==> src/rtl/md5he_pkg.sv <==
// ----------------------------------------------------------------------------
// md5he_pkg: shared types, constants and round functions
// Holds the MD5 initial values, the step constants, the rotate amounts, the
// message index schedule and the queue entry type used by the hash engine.
// ----------------------------------------------------------------------------
package md5he_pkg;

  localparam int unsigned QDEPTH = 4;
  localparam int unsigned QAW    = $clog2(QDEPTH);

  localparam logic [31:0] IV_A = 32'h67452301;
  localparam logic [31:0] IV_B = 32'hEFCDAB89;
  localparam logic [31:0] IV_C = 32'h98BADCFE;
  localparam logic [31:0] IV_D = 32'h10325476;

  // One queued word: its slot in the block and whether it closes a message.
  typedef struct packed {
    logic [31:0] word;
    logic [3:0]  slot;
    logic        last;
  } qentry_t;

  typedef enum logic [1:0] {
    ST_IDLE,
    ST_RUN,
    ST_ADD,
    ST_EMIT
  } back_state_e;

  function automatic logic [31:0] step_const(input logic [5:0] i);
    logic [31:0] k;
    case (i)
      6'd0:  k = 32'hd76aa478;  6'd1:  k = 32'he8c7b756;
      6'd2:  k = 32'h242070db;  6'd3:  k = 32'hc1bdceee;
      6'd4:  k = 32'hf57c0faf;  6'd5:  k = 32'h4787c62a;
      6'd6:  k = 32'ha8304613;  6'd7:  k = 32'hfd469501;
      6'd8:  k = 32'h698098d8;  6'd9:  k = 32'h8b44f7af;
      6'd10: k = 32'hffff5bb1;  6'd11: k = 32'h895cd7be;
      6'd12: k = 32'h6b901122;  6'd13: k = 32'hfd987193;
      6'd14: k = 32'ha679438e;  6'd15: k = 32'h49b40821;
      6'd16: k = 32'hf61e2562;  6'd17: k = 32'hc040b340;
      6'd18: k = 32'h265e5a51;  6'd19: k = 32'he9b6c7aa;
      6'd20: k = 32'hd62f105d;  6'd21: k = 32'h02441453;
      6'd22: k = 32'hd8a1e681;  6'd23: k = 32'he7d3fbc8;
      6'd24: k = 32'h21e1cde6;  6'd25: k = 32'hc33707d6;
      6'd26: k = 32'hf4d50d87;  6'd27: k = 32'h455a14ed;
      6'd28: k = 32'ha9e3e905;  6'd29: k = 32'hfcefa3f8;
      6'd30: k = 32'h676f02d9;  6'd31: k = 32'h8d2a4c8a;
      6'd32: k = 32'hfffa3942;  6'd33: k = 32'h8771f681;
      6'd34: k = 32'h6d9d6122;  6'd35: k = 32'hfde5380c;
      6'd36: k = 32'ha4beea44;  6'd37: k = 32'h4bdecfa9;
      6'd38: k = 32'hf6bb4b60;  6'd39: k = 32'hbebfbc70;
      6'd40: k = 32'h289b7ec6;  6'd41: k = 32'heaa127fa;
      6'd42: k = 32'hd4ef3085;  6'd43: k = 32'h04881d05;
      6'd44: k = 32'hd9d4d039;  6'd45: k = 32'he6db99e5;
      6'd46: k = 32'h1fa27cf8;  6'd47: k = 32'hc4ac5665;
      6'd48: k = 32'hf4292244;  6'd49: k = 32'h432aff97;
      6'd50: k = 32'hab9423a7;  6'd51: k = 32'hfc93a039;
      6'd52: k = 32'h655b59c3;  6'd53: k = 32'h8f0ccc92;
      6'd54: k = 32'hffeff47d;  6'd55: k = 32'h85845dd1;
      6'd56: k = 32'h6fa87e4f;  6'd57: k = 32'hfe2ce6e0;
      6'd58: k = 32'ha3014314;  6'd59: k = 32'h4e0811a1;
      6'd60: k = 32'hf7537e82;  6'd61: k = 32'hbd3af235;
      6'd62: k = 32'h2ad7d2bb;  6'd63: k = 32'heb86d391;
      default: k = 32'h0;
    endcase
    return k;
  endfunction

  function automatic logic [4:0] rot_amount(input logic [5:0] i);
    logic [4:0] r;
    case ({i[5:4], i[1:0]})
      4'h0: r = 5'd7;   4'h1: r = 5'd12;  4'h2: r = 5'd17;  4'h3: r = 5'd22;
      4'h4: r = 5'd5;   4'h5: r = 5'd9;   4'h6: r = 5'd14;  4'h7: r = 5'd20;
      4'h8: r = 5'd4;   4'h9: r = 5'd11;  4'ha: r = 5'd16;  4'hb: r = 5'd23;
      4'hc: r = 5'd6;   4'hd: r = 5'd10;  4'he: r = 5'd15;  4'hf: r = 5'd21;
      default: r = 5'd7;
    endcase
    return r;
  endfunction

  // Message word picked by step i, modulo 16.
  function automatic logic [3:0] msg_index(input logic [5:0] i);
    logic [3:0] lo;
    logic [3:0] g;
    lo = i[3:0];
    case (i[5:4])
      2'd0:    g = lo;
      2'd1:    g = 4'((lo << 2) + lo + 4'd1);
      2'd2:    g = 4'((lo << 1) + lo + 4'd5);
      default: g = 4'((lo << 3) - lo);
    endcase
    return g;
  endfunction

  function automatic logic [31:0] round_fn(input logic [1:0]  rnd,
                                           input logic [31:0] b,
                                           input logic [31:0] c,
                                           input logic [31:0] d);
    logic [31:0] f;
    case (rnd)
      2'd0:    f = (b & c) | (~b & d);
      2'd1:    f = (d & b) | (~d & c);
      2'd2:    f = b ^ c ^ d;
      default: f = c ^ (b | ~d);
    endcase
    return f;
  endfunction

  function automatic logic [31:0] rotl32(input logic [31:0] x, input logic [4:0] n);
    logic [63:0] dbl;
    dbl = {x, x} << n;
    return dbl[63:32];
  endfunction

endpackage

==> src/rtl/md5_hash_engine_top.sv <==
// ----------------------------------------------------------------------------
// md5_hash_engine_top: MD5 compression engine for pre-padded messages
// Input channel: one 32-bit little-endian message word per beat, with an end
// mark that counts only on the sixteenth word of a 64-byte block. Output
// channel: four digest beats A, B, C, D (index 0..3, last set on D), sent
// only after a block whose closing word carries the end mark.
// A four-entry queue and two 16-word bank buffers let words keep arriving
// while a block is compressed. The compressor passes through a start state,
// the MD5 steps and a fold state for each block, and a message end adds the
// digest beats. Once the back end is free, the first digest beat follows the
// start, step and fold states of the block whose closing word was accepted.
// Reset clears the word count, queue and banks and loads the MD5 initial
// values; the chaining words return to them after each digest.
// When the receiver stalls, the digest beat holds and compression of the
// next block waits; the input side keeps taking words until the queue and
// both banks are full, then raises in_stall_o.
// ----------------------------------------------------------------------------
module md5_hash_engine_top (
  input  logic        clk_i,
  input  logic        rst_ni,
  input  logic        in_valid_i,
  output logic        in_stall_o,
  input  logic [31:0] message_word_i,
  input  logic        end_of_message_i,
  output logic        out_valid_o,
  input  logic        out_stall_i,
  output logic [31:0] digest_word_o,
  output logic [1:0]  digest_index_o,
  output logic        digest_last_o
);
  import md5he_pkg::*;

  logic    q_full;
  logic    q_push;
  logic    q_pop;
  logic    q_valid;
  qentry_t q_in;
  qentry_t q_out;

  md5he_front u_front (
    .clk_i            (clk_i),
    .rst_ni           (rst_ni),
    .in_valid_i       (in_valid_i),
    .in_stall_o       (in_stall_o),
    .message_word_i   (message_word_i),
    .end_of_message_i (end_of_message_i),
    .q_full_i         (q_full),
    .q_push_o         (q_push),
    .q_entry_o        (q_in)
  );

  md5he_queue u_queue (
    .clk_i   (clk_i),
    .rst_ni  (rst_ni),
    .push_i  (q_push),
    .entry_i (q_in),
    .full_o  (q_full),
    .pop_i   (q_pop),
    .valid_o (q_valid),
    .entry_o (q_out)
  );

  md5he_back u_back (
    .clk_i          (clk_i),
    .rst_ni         (rst_ni),
    .q_valid_i      (q_valid),
    .q_entry_i      (q_out),
    .q_pop_o        (q_pop),
    .out_valid_o    (out_valid_o),
    .out_stall_i    (out_stall_i),
    .digest_word_o  (digest_word_o),
    .digest_index_o (digest_index_o),
    .digest_last_o  (digest_last_o)
  );

endmodule

==> src/rtl/md5he_front.sv <==
// ----------------------------------------------------------------------------
// md5he_front: word intake and classification
// Accepts message words, tags each with its slot in the 16-word block and
// marks the block-closing word of a message, then pushes it to the queue.
// ----------------------------------------------------------------------------
module md5he_front (
  input  logic              clk_i,
  input  logic              rst_ni,
  input  logic              in_valid_i,
  output logic              in_stall_o,
  input  logic [31:0]       message_word_i,
  input  logic              end_of_message_i,
  input  logic              q_full_i,
  output logic              q_push_o,
  output md5he_pkg::qentry_t q_entry_o
);
  import md5he_pkg::*;

  logic [3:0] cnt_q, cnt_d;

  assign in_stall_o = q_full_i;
  assign q_push_o   = in_valid_i & ~q_full_i;

  always_comb begin
    q_entry_o.word = message_word_i;
    q_entry_o.slot = cnt_q;
    // Honor the end mark only on the block's final word.
    q_entry_o.last = end_of_message_i & (cnt_q == 4'hf);
    cnt_d = q_push_o ? cnt_q + 4'd1 : cnt_q;
  end

  always_ff @(posedge clk_i or negedge rst_ni) begin
    if (!rst_ni) begin
      cnt_q <= 4'd0;
    end else begin
      cnt_q <= cnt_d;
    end
  end

endmodule

==> src/rtl/md5he_queue.sv <==
// ----------------------------------------------------------------------------
// md5he_queue: short word queue
// Small FIFO between intake and compression so each side stalls on its own.
// ----------------------------------------------------------------------------
module md5he_queue (
  input  logic               clk_i,
  input  logic               rst_ni,
  input  logic               push_i,
  input  md5he_pkg::qentry_t entry_i,
  output logic               full_o,
  input  logic               pop_i,
  output logic               valid_o,
  output md5he_pkg::qentry_t entry_o
);
  import md5he_pkg::*;

  qentry_t        mem_q [QDEPTH];
  logic [QAW-1:0] wr_ptr_q, wr_ptr_d;
  logic [QAW-1:0] rd_ptr_q, rd_ptr_d;
  logic [QAW:0]   count_q, count_d;

  assign full_o  = (count_q == (QAW+1)'(QDEPTH));
  assign valid_o = (count_q != '0);
  assign entry_o = mem_q[rd_ptr_q];

  always_comb begin
    wr_ptr_d = push_i ? wr_ptr_q + 1'b1 : wr_ptr_q;
    rd_ptr_d = pop_i  ? rd_ptr_q + 1'b1 : rd_ptr_q;
    count_d  = count_q;
    if (push_i && !pop_i) begin
      count_d = count_q + 1'b1;
    end else if (pop_i && !push_i) begin
      count_d = count_q - 1'b1;
    end
  end

  always_ff @(posedge clk_i) begin
    if (push_i) begin
      mem_q[wr_ptr_q] <= entry_i;
    end
  end

  always_ff @(posedge clk_i or negedge rst_ni) begin
    if (!rst_ni) begin
      wr_ptr_q <= '0;
      rd_ptr_q <= '0;
      count_q  <= '0;
    end else begin
      wr_ptr_q <= wr_ptr_d;
      rd_ptr_q <= rd_ptr_d;
      count_q  <= count_d;
    end
  end

endmodule

==> src/rtl/md5he_back.sv <==
// ----------------------------------------------------------------------------
// md5he_back: block buffer, compression and digest output
// Fills two 16-word banks from the queue, runs the 64 MD5 steps one per
// cycle on a full bank, folds the result into the chaining words and
// streams the digest when the block closes a message.
// ----------------------------------------------------------------------------
module md5he_back (
  input  logic               clk_i,
  input  logic               rst_ni,
  input  logic               q_valid_i,
  input  md5he_pkg::qentry_t q_entry_i,
  output logic               q_pop_o,
  output logic               out_valid_o,
  input  logic               out_stall_i,
  output logic [31:0]        digest_word_o,
  output logic [1:0]         digest_index_o,
  output logic               digest_last_o
);
  import md5he_pkg::*;

  back_state_e state_q, state_d;
  logic [31:0] blk_mem_q [32];
  logic [1:0]  bank_full_q, bank_full_d;
  logic [1:0]  bank_last_q, bank_last_d;
  logic        fill_bank_q, fill_bank_d;
  logic        cmp_bank_q, cmp_bank_d;
  logic        last_q, last_d;
  logic [5:0]  step_q, step_d;
  logic [1:0]  idx_q, idx_d;
  logic [31:0] chain_q [4];
  logic [31:0] chain_d [4];
  logic [31:0] wrk_q [4];
  logic [31:0] wrk_d [4];
  logic [4:0]  rd_addr_w;
  logic [31:0] msg_q;
  logic [31:0] sum_w;
  logic [31:0] new_b_w;

  assign q_pop_o = q_valid_i & ~bank_full_q[fill_bank_q];

  assign out_valid_o    = (state_q == ST_EMIT);
  assign digest_word_o  = chain_q[idx_q];
  assign digest_index_o = idx_q;
  assign digest_last_o  = (idx_q == 2'd3);

  // Fetch the word for the next step; the start cycle fetches step 0's word.
  assign rd_addr_w = (state_q == ST_RUN) ? {cmp_bank_q, msg_index(step_q + 6'd1)}
                                         : {cmp_bank_q, 4'd0};

  // One MD5 step: a + f + K + M, rotate, add b.
  always_comb begin
    sum_w   = wrk_q[0] + round_fn(step_q[5:4], wrk_q[1], wrk_q[2], wrk_q[3])
              + step_const(step_q) + msg_q;
    new_b_w = wrk_q[1] + rotl32(sum_w, rot_amount(step_q));
  end

  always_comb begin
    state_d     = state_q;
    bank_full_d = bank_full_q;
    bank_last_d = bank_last_q;
    fill_bank_d = fill_bank_q;
    cmp_bank_d  = cmp_bank_q;
    last_d      = last_q;
    step_d      = step_q;
    idx_d       = idx_q;
    chain_d     = chain_q;
    wrk_d       = wrk_q;

    // Fill side: close the bank on its sixteenth word.
    if (q_pop_o && q_entry_i.slot == 4'hf) begin
      bank_full_d[fill_bank_q] = 1'b1;
      bank_last_d[fill_bank_q] = q_entry_i.last;
      fill_bank_d              = ~fill_bank_q;
    end

    case (state_q)
      ST_IDLE: begin
        if (bank_full_q[cmp_bank_q]) begin
          wrk_d   = chain_q;
          last_d  = bank_last_q[cmp_bank_q];
          step_d  = 6'd0;
          state_d = ST_RUN;
        end
      end
      ST_RUN: begin
        wrk_d[0] = wrk_q[3];
        wrk_d[1] = new_b_w;
        wrk_d[2] = wrk_q[1];
        wrk_d[3] = wrk_q[2];
        step_d   = step_q + 6'd1;
        if (step_q == 6'd63) begin
          state_d = ST_ADD;
        end
      end
      ST_ADD: begin
        for (int k = 0; k < 4; k++) begin
          chain_d[k] = chain_q[k] + wrk_q[k];
        end
        // Release the bank to the fill side.
        bank_full_d[cmp_bank_q] = 1'b0;
        cmp_bank_d = ~cmp_bank_q;
        idx_d      = 2'd0;
        state_d    = last_q ? ST_EMIT : ST_IDLE;
      end
      ST_EMIT: begin
        if (!out_stall_i) begin
          idx_d = idx_q + 2'd1;
          if (idx_q == 2'd3) begin
            chain_d[0] = IV_A;
            chain_d[1] = IV_B;
            chain_d[2] = IV_C;
            chain_d[3] = IV_D;
            state_d    = ST_IDLE;
          end
        end
      end
      default: begin
        state_d = ST_IDLE;
      end
    endcase
  end

  always_ff @(posedge clk_i) begin
    if (q_pop_o) begin
      blk_mem_q[{fill_bank_q, q_entry_i.slot}] <= q_entry_i.word;
    end
    msg_q <= blk_mem_q[rd_addr_w];
  end

  always_ff @(posedge clk_i or negedge rst_ni) begin
    if (!rst_ni) begin
      state_q     <= ST_IDLE;
      bank_full_q <= 2'b00;
      bank_last_q <= 2'b00;
      fill_bank_q <= 1'b0;
      cmp_bank_q  <= 1'b0;
      last_q      <= 1'b0;
      step_q      <= 6'd0;
      idx_q       <= 2'd0;
      chain_q[0]  <= IV_A;
      chain_q[1]  <= IV_B;
      chain_q[2]  <= IV_C;
      chain_q[3]  <= IV_D;
      for (int k = 0; k < 4; k++) begin
        wrk_q[k] <= 32'd0;
      end
    end else begin
      state_q     <= state_d;
      bank_full_q <= bank_full_d;
      bank_last_q <= bank_last_d;
      fill_bank_q <= fill_bank_d;
      cmp_bank_q  <= cmp_bank_d;
      last_q      <= last_d;
      step_q      <= step_d;
      idx_q       <= idx_d;
      chain_q     <= chain_d;
      wrk_q       <= wrk_d;
    end
  end

endmodule
==> config.mk <==
export PLATFORM = sky130hd
export DESIGN_NAME = md5_hash_engine_top
export DESIGN_NICKNAME = d
export VERILOG_FILES = /design/src/rtl/md5he_pkg.sv /design/src/rtl/md5_hash_engine_top.sv /design/src/rtl/md5he_front.sv /design/src/rtl/md5he_queue.sv /design/src/rtl/md5he_back.sv
export SDC_FILE = /design/constraint.sdc
export NUM_CORES = 2
export LEC_CHECK = 0
export BUFFER_PORTS_ARGS = -buffer_cell sky130_fd_sc_hd__buf_2
export CAP_MARGIN = 20
export CORE_MARGIN = 5
export CORE_UTILIZATION = 44
export CTS_CLUSTER_SIZE = 8
export DETAILED_ROUTE_END_ITERATION = 16
export PLACE_DENSITY = 0.57
export SKIP_CTS_REPAIR_TIMING = 1
export SYNTH_ARGS = -nofsm -noshare
export SYNTH_HDL_FRONTEND = slang
export SYNTH_SLANG_ARGS = --single-unit
==> constraint.sdc <==
create_clock -name clk_i -period 22.4 [get_ports clk_i]
set_clock_uncertainty 0.2 [all_clocks]
set_input_delay 2.24 -clock clk_i [delete_from_list [all_inputs] [get_ports clk_i]]
set_output_delay 2.24 -clock clk_i [all_outputs]
set_load 0.05 [all_outputs]
Word level (Yosys, flattened, before mapping)
Memory sizes are Yosys's and may differ from the RTL's. A register that Yosys moved wholly into a read port is not among the register bits.
Index checks and enable logic that the tools add are counted.
- equality and inequality tests: 16
- shift-type cells: 1
- reductions and logical operators: 19
- add/sub/neg operators: 20
- magnitude comparators: 5
- multiplexer cells: 40
- bitwise operators: 23
- operators by type and width (kind ; number):
    case mux 128 bit (2 select lines) ; 2
    two-way mux 128 bit ; 3
    adder 32 bit ; 8
    bitwise AND 32 bit ; 4
    bitwise OR 32 bit ; 3
    case mux 32 bit (3 select lines) ; 1
    XOR 32 bit ; 3
    binary-select mux 32 bit (select 2 bit) ; 1
    two-way mux 32 bit ; 2
    inverter 32 bit ; 2
    << shifter 64 x 5 -> 64 bit ; 1
    two-way mux 2 bit ; 8
    two-way mux 1 bit ; 12
    case mux 4 bit (3 select lines) ; 1
    case mux 6 bit (2 select lines) ; 1
    == test 2 bit, second input constant ; 5
    adder 4 x 1 -> 4 bit, second input constant ; 2
    adder 4 bit ; 2
    == test 4 bit, second input constant ; 2
    case mux 2 bit (4 select lines) ; 1
    adder 2 x 1 -> 2 bit, second input constant ; 3
    adder 6 x 1 -> 6 bit, second input constant ; 1
    == test 2 x 1 -> 1 bit, second input constant ; 3
    == test 6 bit, second input constant ; 1
    30 further kinds ; 52
- word-level logic and storage cells: 148
- memories kept: 4
- output and inout bits: 37
- RAM bits: 1172
- ROM bits: 2128
- register bits after elaboration: 284
- memory list (name ; words ; width ; read ports ; clocked after memory_dff ; wr ports ; RTL line ; RTL):
    (no name shown) ; 64 ; 32 ; 1 ; 0 ; 0 ; md5he_pkg.sv:32 ; case (i)
    u_back.blk_mem_q ; 32 ; 32 ; 1 ; 1 ; 1 ; md5he_back.sv:22 ; logic [31:0] blk_mem_q [32];
    u_queue.mem_q ; 4 ; 37 ; 1 ; 0 ; 1 ; md5he_queue.sv:17 ; qentry_t mem_q [QDEPTH];
    (no name shown) ; 16 ; 5 ; 1 ; 0 ; 0 ; md5he_pkg.sv:72 ; case ({i[5:4], i[1:0]})

Depth between registers and ports, before layout
- depth after elaboration: 10
- gate-level depth with buffers: 44
- mapped depth without buffers: 40

By module
A second synthesis with hierarchy kept.
- cell total of the unflattened synthesis: 6951
- area total of the unflattened synthesis: 77499.3 um2
- modules (own cells, without submodules) (module ; area an instance (um2) ; cells each ; seq. area each (um2) ; times used):
    md5he_back ; 71305.9 ; 6677 ; 38301.7 ; 1
    md5he_queue ; 5725.5 ; 227 ; 4619.4 ; 1
    md5he_front ; 467.9 ; 47 ; 100.1 ; 1

Worst setup path before layout
No wires, ideal clock.
- kind: register to register
- start: register u_back.step_q[2]
- end: register u_back.wrk_q[95] (netlist bit)
- stages on the path, launching flop included: 39
- setup time: 0.130 ns
- path slack: 13.561 ns
- buffers on the path: 3
- data arrival time: 8.509 ns
- clock period less this slack: 8.839 ns
- path through: dfrtp_1 > buf_4 > inv_1 > clkbuf_1 > buf_1 > ha_1 > mux2_2 > mux4_2 > fa_1 > inv_1 > fa_1 > inv_1 > ha_1 > inv_1 > fa_1 > nand2b_1 > a211oi_2 > o2111ai_2 > [... 3 more ...] > nor4_2 > nor2_1 > o31ai_1 > mux2i_1 > a21oi_1 > ha_1 > a211oi_1 > nor2_1 > o31a_1 > a221o_1 > a21oi_1 > a31oi_1 > nand4_1 > a41oi_1 > o22ai_1 > xor2_1 > xnor2_1 > o21ai_1
- longest elaborated chain between the ends: 6
- ends and longest elaborated chain (element ; RTL line ; RTL):
    start, declared ; md5he_back.sv:28 ; logic [5:0] step_q, step_d;
    start signal, assigned ; md5he_back.sv:154 ; step_q <= step_d;
    memory read (64 x 32 bit) ; -- ;
    adder 32 bit (2 in a row) ; md5he_back.sv:53 ; + step_const(step_q) + msg_q;
    << shifter 64 x 5 -> 64 bit ; md5he_pkg.sv:112 ; dbl = {x, x} << n;
    adder 32 bit ; md5he_back.sv:54 ; new_b_w = wrk_q[1] + rotl32(sum_w, rot_amount(step_q));
    case mux 128 bit (2 select lines) ; md5he_back.sv:76 ; case (state_q)
    end signal, assigned ; md5he_back.sv:157 ; wrk_q <= wrk_d;
    end, declared ; md5he_back.sv:32 ; logic [31:0] wrk_q [4];
Every way passes these cells.
A chain may end at the register's enable or synchronous reset.

Worst setup path in the final report
- start: register u_back.step_q[1]
- end: register u_back.wrk_q[95] (netlist bit)
- longest elaborated chain between the ends: 6
- elaborated cells between the ends (all ways): 7
- ends and longest elaborated chain (element ; RTL line):
    memory read (64 x 32 bit) ; --
    adder 32 bit (2 in a row) ; md5he_back.sv:53
    << shifter 64 x 5 -> 64 bit * ; md5he_pkg.sv:112
    adder 32 bit * ; md5he_back.sv:54
    case mux 128 bit (2 select lines) * ; md5he_back.sv:76
Every way passes the cells marked *; elsewhere a longest branch is shown, timed or not.

==> impl_metrics.py <==
metrics = {
    "placement": {
        "placed_area_um2": 79700,
        "routabilityCongestion": 0.892,
        "dpl.hpwl_mm": 145,
        "io_buffers": 73,
        "pre_cts_ws_ns": 11.77,
    },
    "floorplanning": {
        "die_h_um": 429,
        "dieArea_um2": 184000,
        "num_rows": 153,
        "pin_count": 74,
        "fp.coreArea_um2": 174000,
        "die_w_um": 429,
        "start_util_pct": 44.3,
    },
    "drt": {
        "drc": 0,
        "drtIter0Drc": 5231,
        "drt.antenna.violating_nets": 0,
        "drt-total-wl_mm": 238,
        "dr.pass1.iters": 6,
        "vias_per_cell": 6.00,
        "wl_per_cell_um": 25.5,
        "vias": 55900,
    },
    "setup_path": {
        "cpMostUsedCell": "ha_1",
        "slowest_delay_ns": 0.76,
        "r2r-start": "u_back.step_q[1]$_DFFE_PN0P_",
        "r2r_cells": 35,
        "cpMaxStageDelayCell": "dfrtp_1",
        "endpoint": "u_back.wrk_q[95]$_DFFE_PN0P_",
        "critPathRequiredTime_ns": 22.85,
        "startpoint_type": "register",
        "reg2reg_slack_ns": 11.38,
        "cp-end-kind": "register",
        "critPathArrivalTime_ns": 11.47,
        "crit_start": "u_back.step_q[1]$_DFFE_PN0P_",
        "r2r-end": "u_back.wrk_q[95]$_DFFE_PN0P_",
        "crit_type": "register to register",
        "critPathMaxFanout": 18,
    },
    "sta": {
        "setup_tns_ns": 0,
        "hold_viol": 0,
        "finalSetupViolations": 0,
        "postLayoutSetupSlackWorst_ns": 11.38,
        "max_freq_ghz": 0.0908,
        "timing.final.crit_share_pct": 49.2,
        "finalMaxSlewViolations": 0,
        "worstMarginPinSlew_ns": 1.12,
        "grt_setup_unrepaired": "false",
        "slew_headroom_pct": 24.9,
        "min_period_ns": 11.02,
    },
    "synth": {
        "synth_enable_flop_cells": 1172,
        "ys_top_cells_by_area": "edfxtp_1 46%, dfrtp_1 7.1%, nand2_1 5.4%",
        "synth_warnings": 0,
        "synth_ff_type": "edfxtp_1",
        "synthesis.area_um2": 77200,
        "ys_seq_elements": 1488,
        "yosysSeqAreaShare_pct": 55.7,
        "yosysTopAreaCell": "edfxtp_1",
        "synthTopCellsByCount": "1172 x edfxtp_1, 1111 x nand2_1, 587 x a21oi_1",
        "synth.top_cell.area_share_pct": 45.6,
        "yosysMostFrequentCell": "edfxtp_1",
        "yosysUniqueCellTypes": 96,
        "async_reset_ff_share_pct": 19.1,
        "synth_nets": 7296,
        "syn_inst": 6973,
        "synth_area_per_cell_um2": 11.1,
    },
    "layout": {
        "drive_gt1_share_pct": 9.91,
        "final_nets": 7209,
        "area_growth_pct": 10.9,
        "finalInstanceArea_um2": 85600,
    },
    "outcome": {
        "run_status": "completed",
    },
    "global_routing": {
        "grt_pass1_wl_mm": 354,
        "grt_start_max_net_pins": 193,
        "antenna_found_initial": 1,
        "grt_use_total_pct": 25.2,
        "grt_pass1_vias": 54000,
        "overflow": 0,
    },
    "cts": {
        "cts.sinks": 1488,
        "clkTransAtPathRegs_ns": 0.07,
        "clk_latency_ns": 0.83,
        "clock_path_buffers": 3,
        "ctsHtreeMaxLevel": 4,
        "cts_tree": "built",
        "cts_buffers": 206,
        "clockRootBuffer": "clkbuf_16",
    },
    "run": {
        "cap_violations": 0,
    },
    "hold_path": {
        "hold_path_class": "register to register",
    },
}
==> flip-flops by register name, indices dropped and copies added (netlist names) <==
register and flops:
u_back.msg_q 32, u_back.step_q 6, u_back.fill_bank_q 1, u_back.cmp_bank_q 1, u_back.chain_q 128, u_back.digest_index_o 2
u_back.blk_mem_q 1024, u_back.state_q 2, u_queue.rd_ptr_q 2, u_back.bank_last_q 2, u_back.last_q 1, u_back.wrk_q 128
u_queue.count_q 3, u_front.cnt_q 4, u_queue.mem_q 148, u_queue.wr_ptr_q 2, u_back.bank_full_q 2
==> area by class of cell <==
class / instances / area, um2
flip-flops and latches: 1488 / 43000
multi-input cells: 4744 / 31500
repair buffers: 174 / 1180
fillers: 15600 / 88600
clock inverters: 17 / 358
clock buffers: 290 / 5520
diodes: 1 / 2.50
inverters: 272 / 1020
well taps: 2325 / 2910
==> worst max-delay path, delay by kind of cell, from the launching register on <==
| kind | cells | cell delay (ns) |
|---|---|---|
| compound gates | 16 | 4.10 |
| fa+ha+maj | 5 | 2.26 |
| simple gates | 7 | 2.00 |
| mux | 2 | 0.79 |
| flops | 1 | 0.76 |
| buf+inv | 3 | 0.37 |
| xor+xnor | 2 | 0.34 |
==> kinds of logic (layout without fill, tap and decap cells) <==
kind of cell             Yosys count  after routing  share of synthesized area (%)
other                              0              1                              0
AND/OR/NAND/NOR                 2142           2142                           12.4
XOR/XNOR                         174            174                           1.99
multiplexers                     217            217                           4.60
adder cells (fa/ha/maj)          286            286                           5.30
buffers and inverters            741            753                           3.87
flip-flops                      1488           1488                           55.7
AO/OA/AOI/OAI                   1925           1925                           16.1
==> per-stage QoR <==
step / util, % / instances / hold WS [ns]
after CTS: 49.1 / 9310 / 0.295
after global routing: 49.1 / 9310 / 0.317
final: 49.1 / 9311 / 0.300
after detailed placement: 45.7 / 9003 / 0.287
after global placement: 45.7 / 9003 / 0.271
after floorplan: - / 6973 / 0.253
==> how the worst min path moves through the flow <==
stage / depth (start not counted) / startpoint / slack, ns / end
6_report: 2 / u_back.chain_q[63]$_DFFE_PN1P_ / 0.30 / u_back.chain_q[63]$_DFFE_PN1P_
5_1_grt: 2 / u_back.chain_q[63]$_DFFE_PN1P_ / 0.32 / u_back.chain_q[63]$_DFFE_PN1P_
4_1_cts: 2 / u_back.chain_q[63]$_DFFE_PN1P_ / 0.30 / u_back.chain_q[63]$_DFFE_PN1P_
3_5_place_dp: 2 / u_back.chain_q[63]$_DFFE_PN1P_ / 0.29 / u_back.chain_q[63]$_DFFE_PN1P_
3_3_place_gp: 2 / u_back.chain_q[63]$_DFFE_PN1P_ / 0.27 / u_back.chain_q[63]$_DFFE_PN1P_
2_1_floorplan: 2 / u_back.chain_q[63]$_DFFE_PN1P_ / 0.25 / u_back.chain_q[63]$_DFFE_PN1P_
==> placed cells by master, fill, tap and decap left out, types with 21 or more instances in the layout <==
cell,netlist,routed
a211oi_1,292,292
a21o_1,88,88
a21oi_1,587,586
a311oi_1,140,140
a31oi_1,304,304
and2_1,274,270
and3_1,24,24
buf_2,111,72
buf_4,7,97
clkbuf_1,287,81
clkbuf_16,0,208
dfrtp_1,220,212
dfstp_2,64,64
dfxtp_1,32,32
edfxtp_1,1172,1172
fa_1,68,68
ha_1,218,218
inv_1,270,270
mux2i_1,89,88
mux4_2,108,108
nand2_1,1111,1108
nand2b_1,38,37
nand3_1,66,66
nor2_1,402,368
nor2_4,1,35
nor3_1,74,73
nor3b_1,41,41
o211ai_1,33,33
o21a_1,36,36
o21ai_0,228,228
o21bai_1,27,27
or3_1,22,21
xnor2_1,106,105
xor2_1,66,66
==> metal layers <==
layer | up-vias | track usage, % | part of all wire (%) | routed length, um
met3 | 431 | 3.50 | 5.2 | 12500
met2 | 1767 | 42.7 | 49 | 117000
met4 | 0 | 8.71 | 3.5 | 8350
met1 | 28100 | 33.3 | 42 | 99900
li1 | 25600 | - | - | -
met5 | - | 0 | 0 | 0
Power is not shown: default switching activity piles up to over one toggle a cycle in this logic, so the estimate is an artifact.
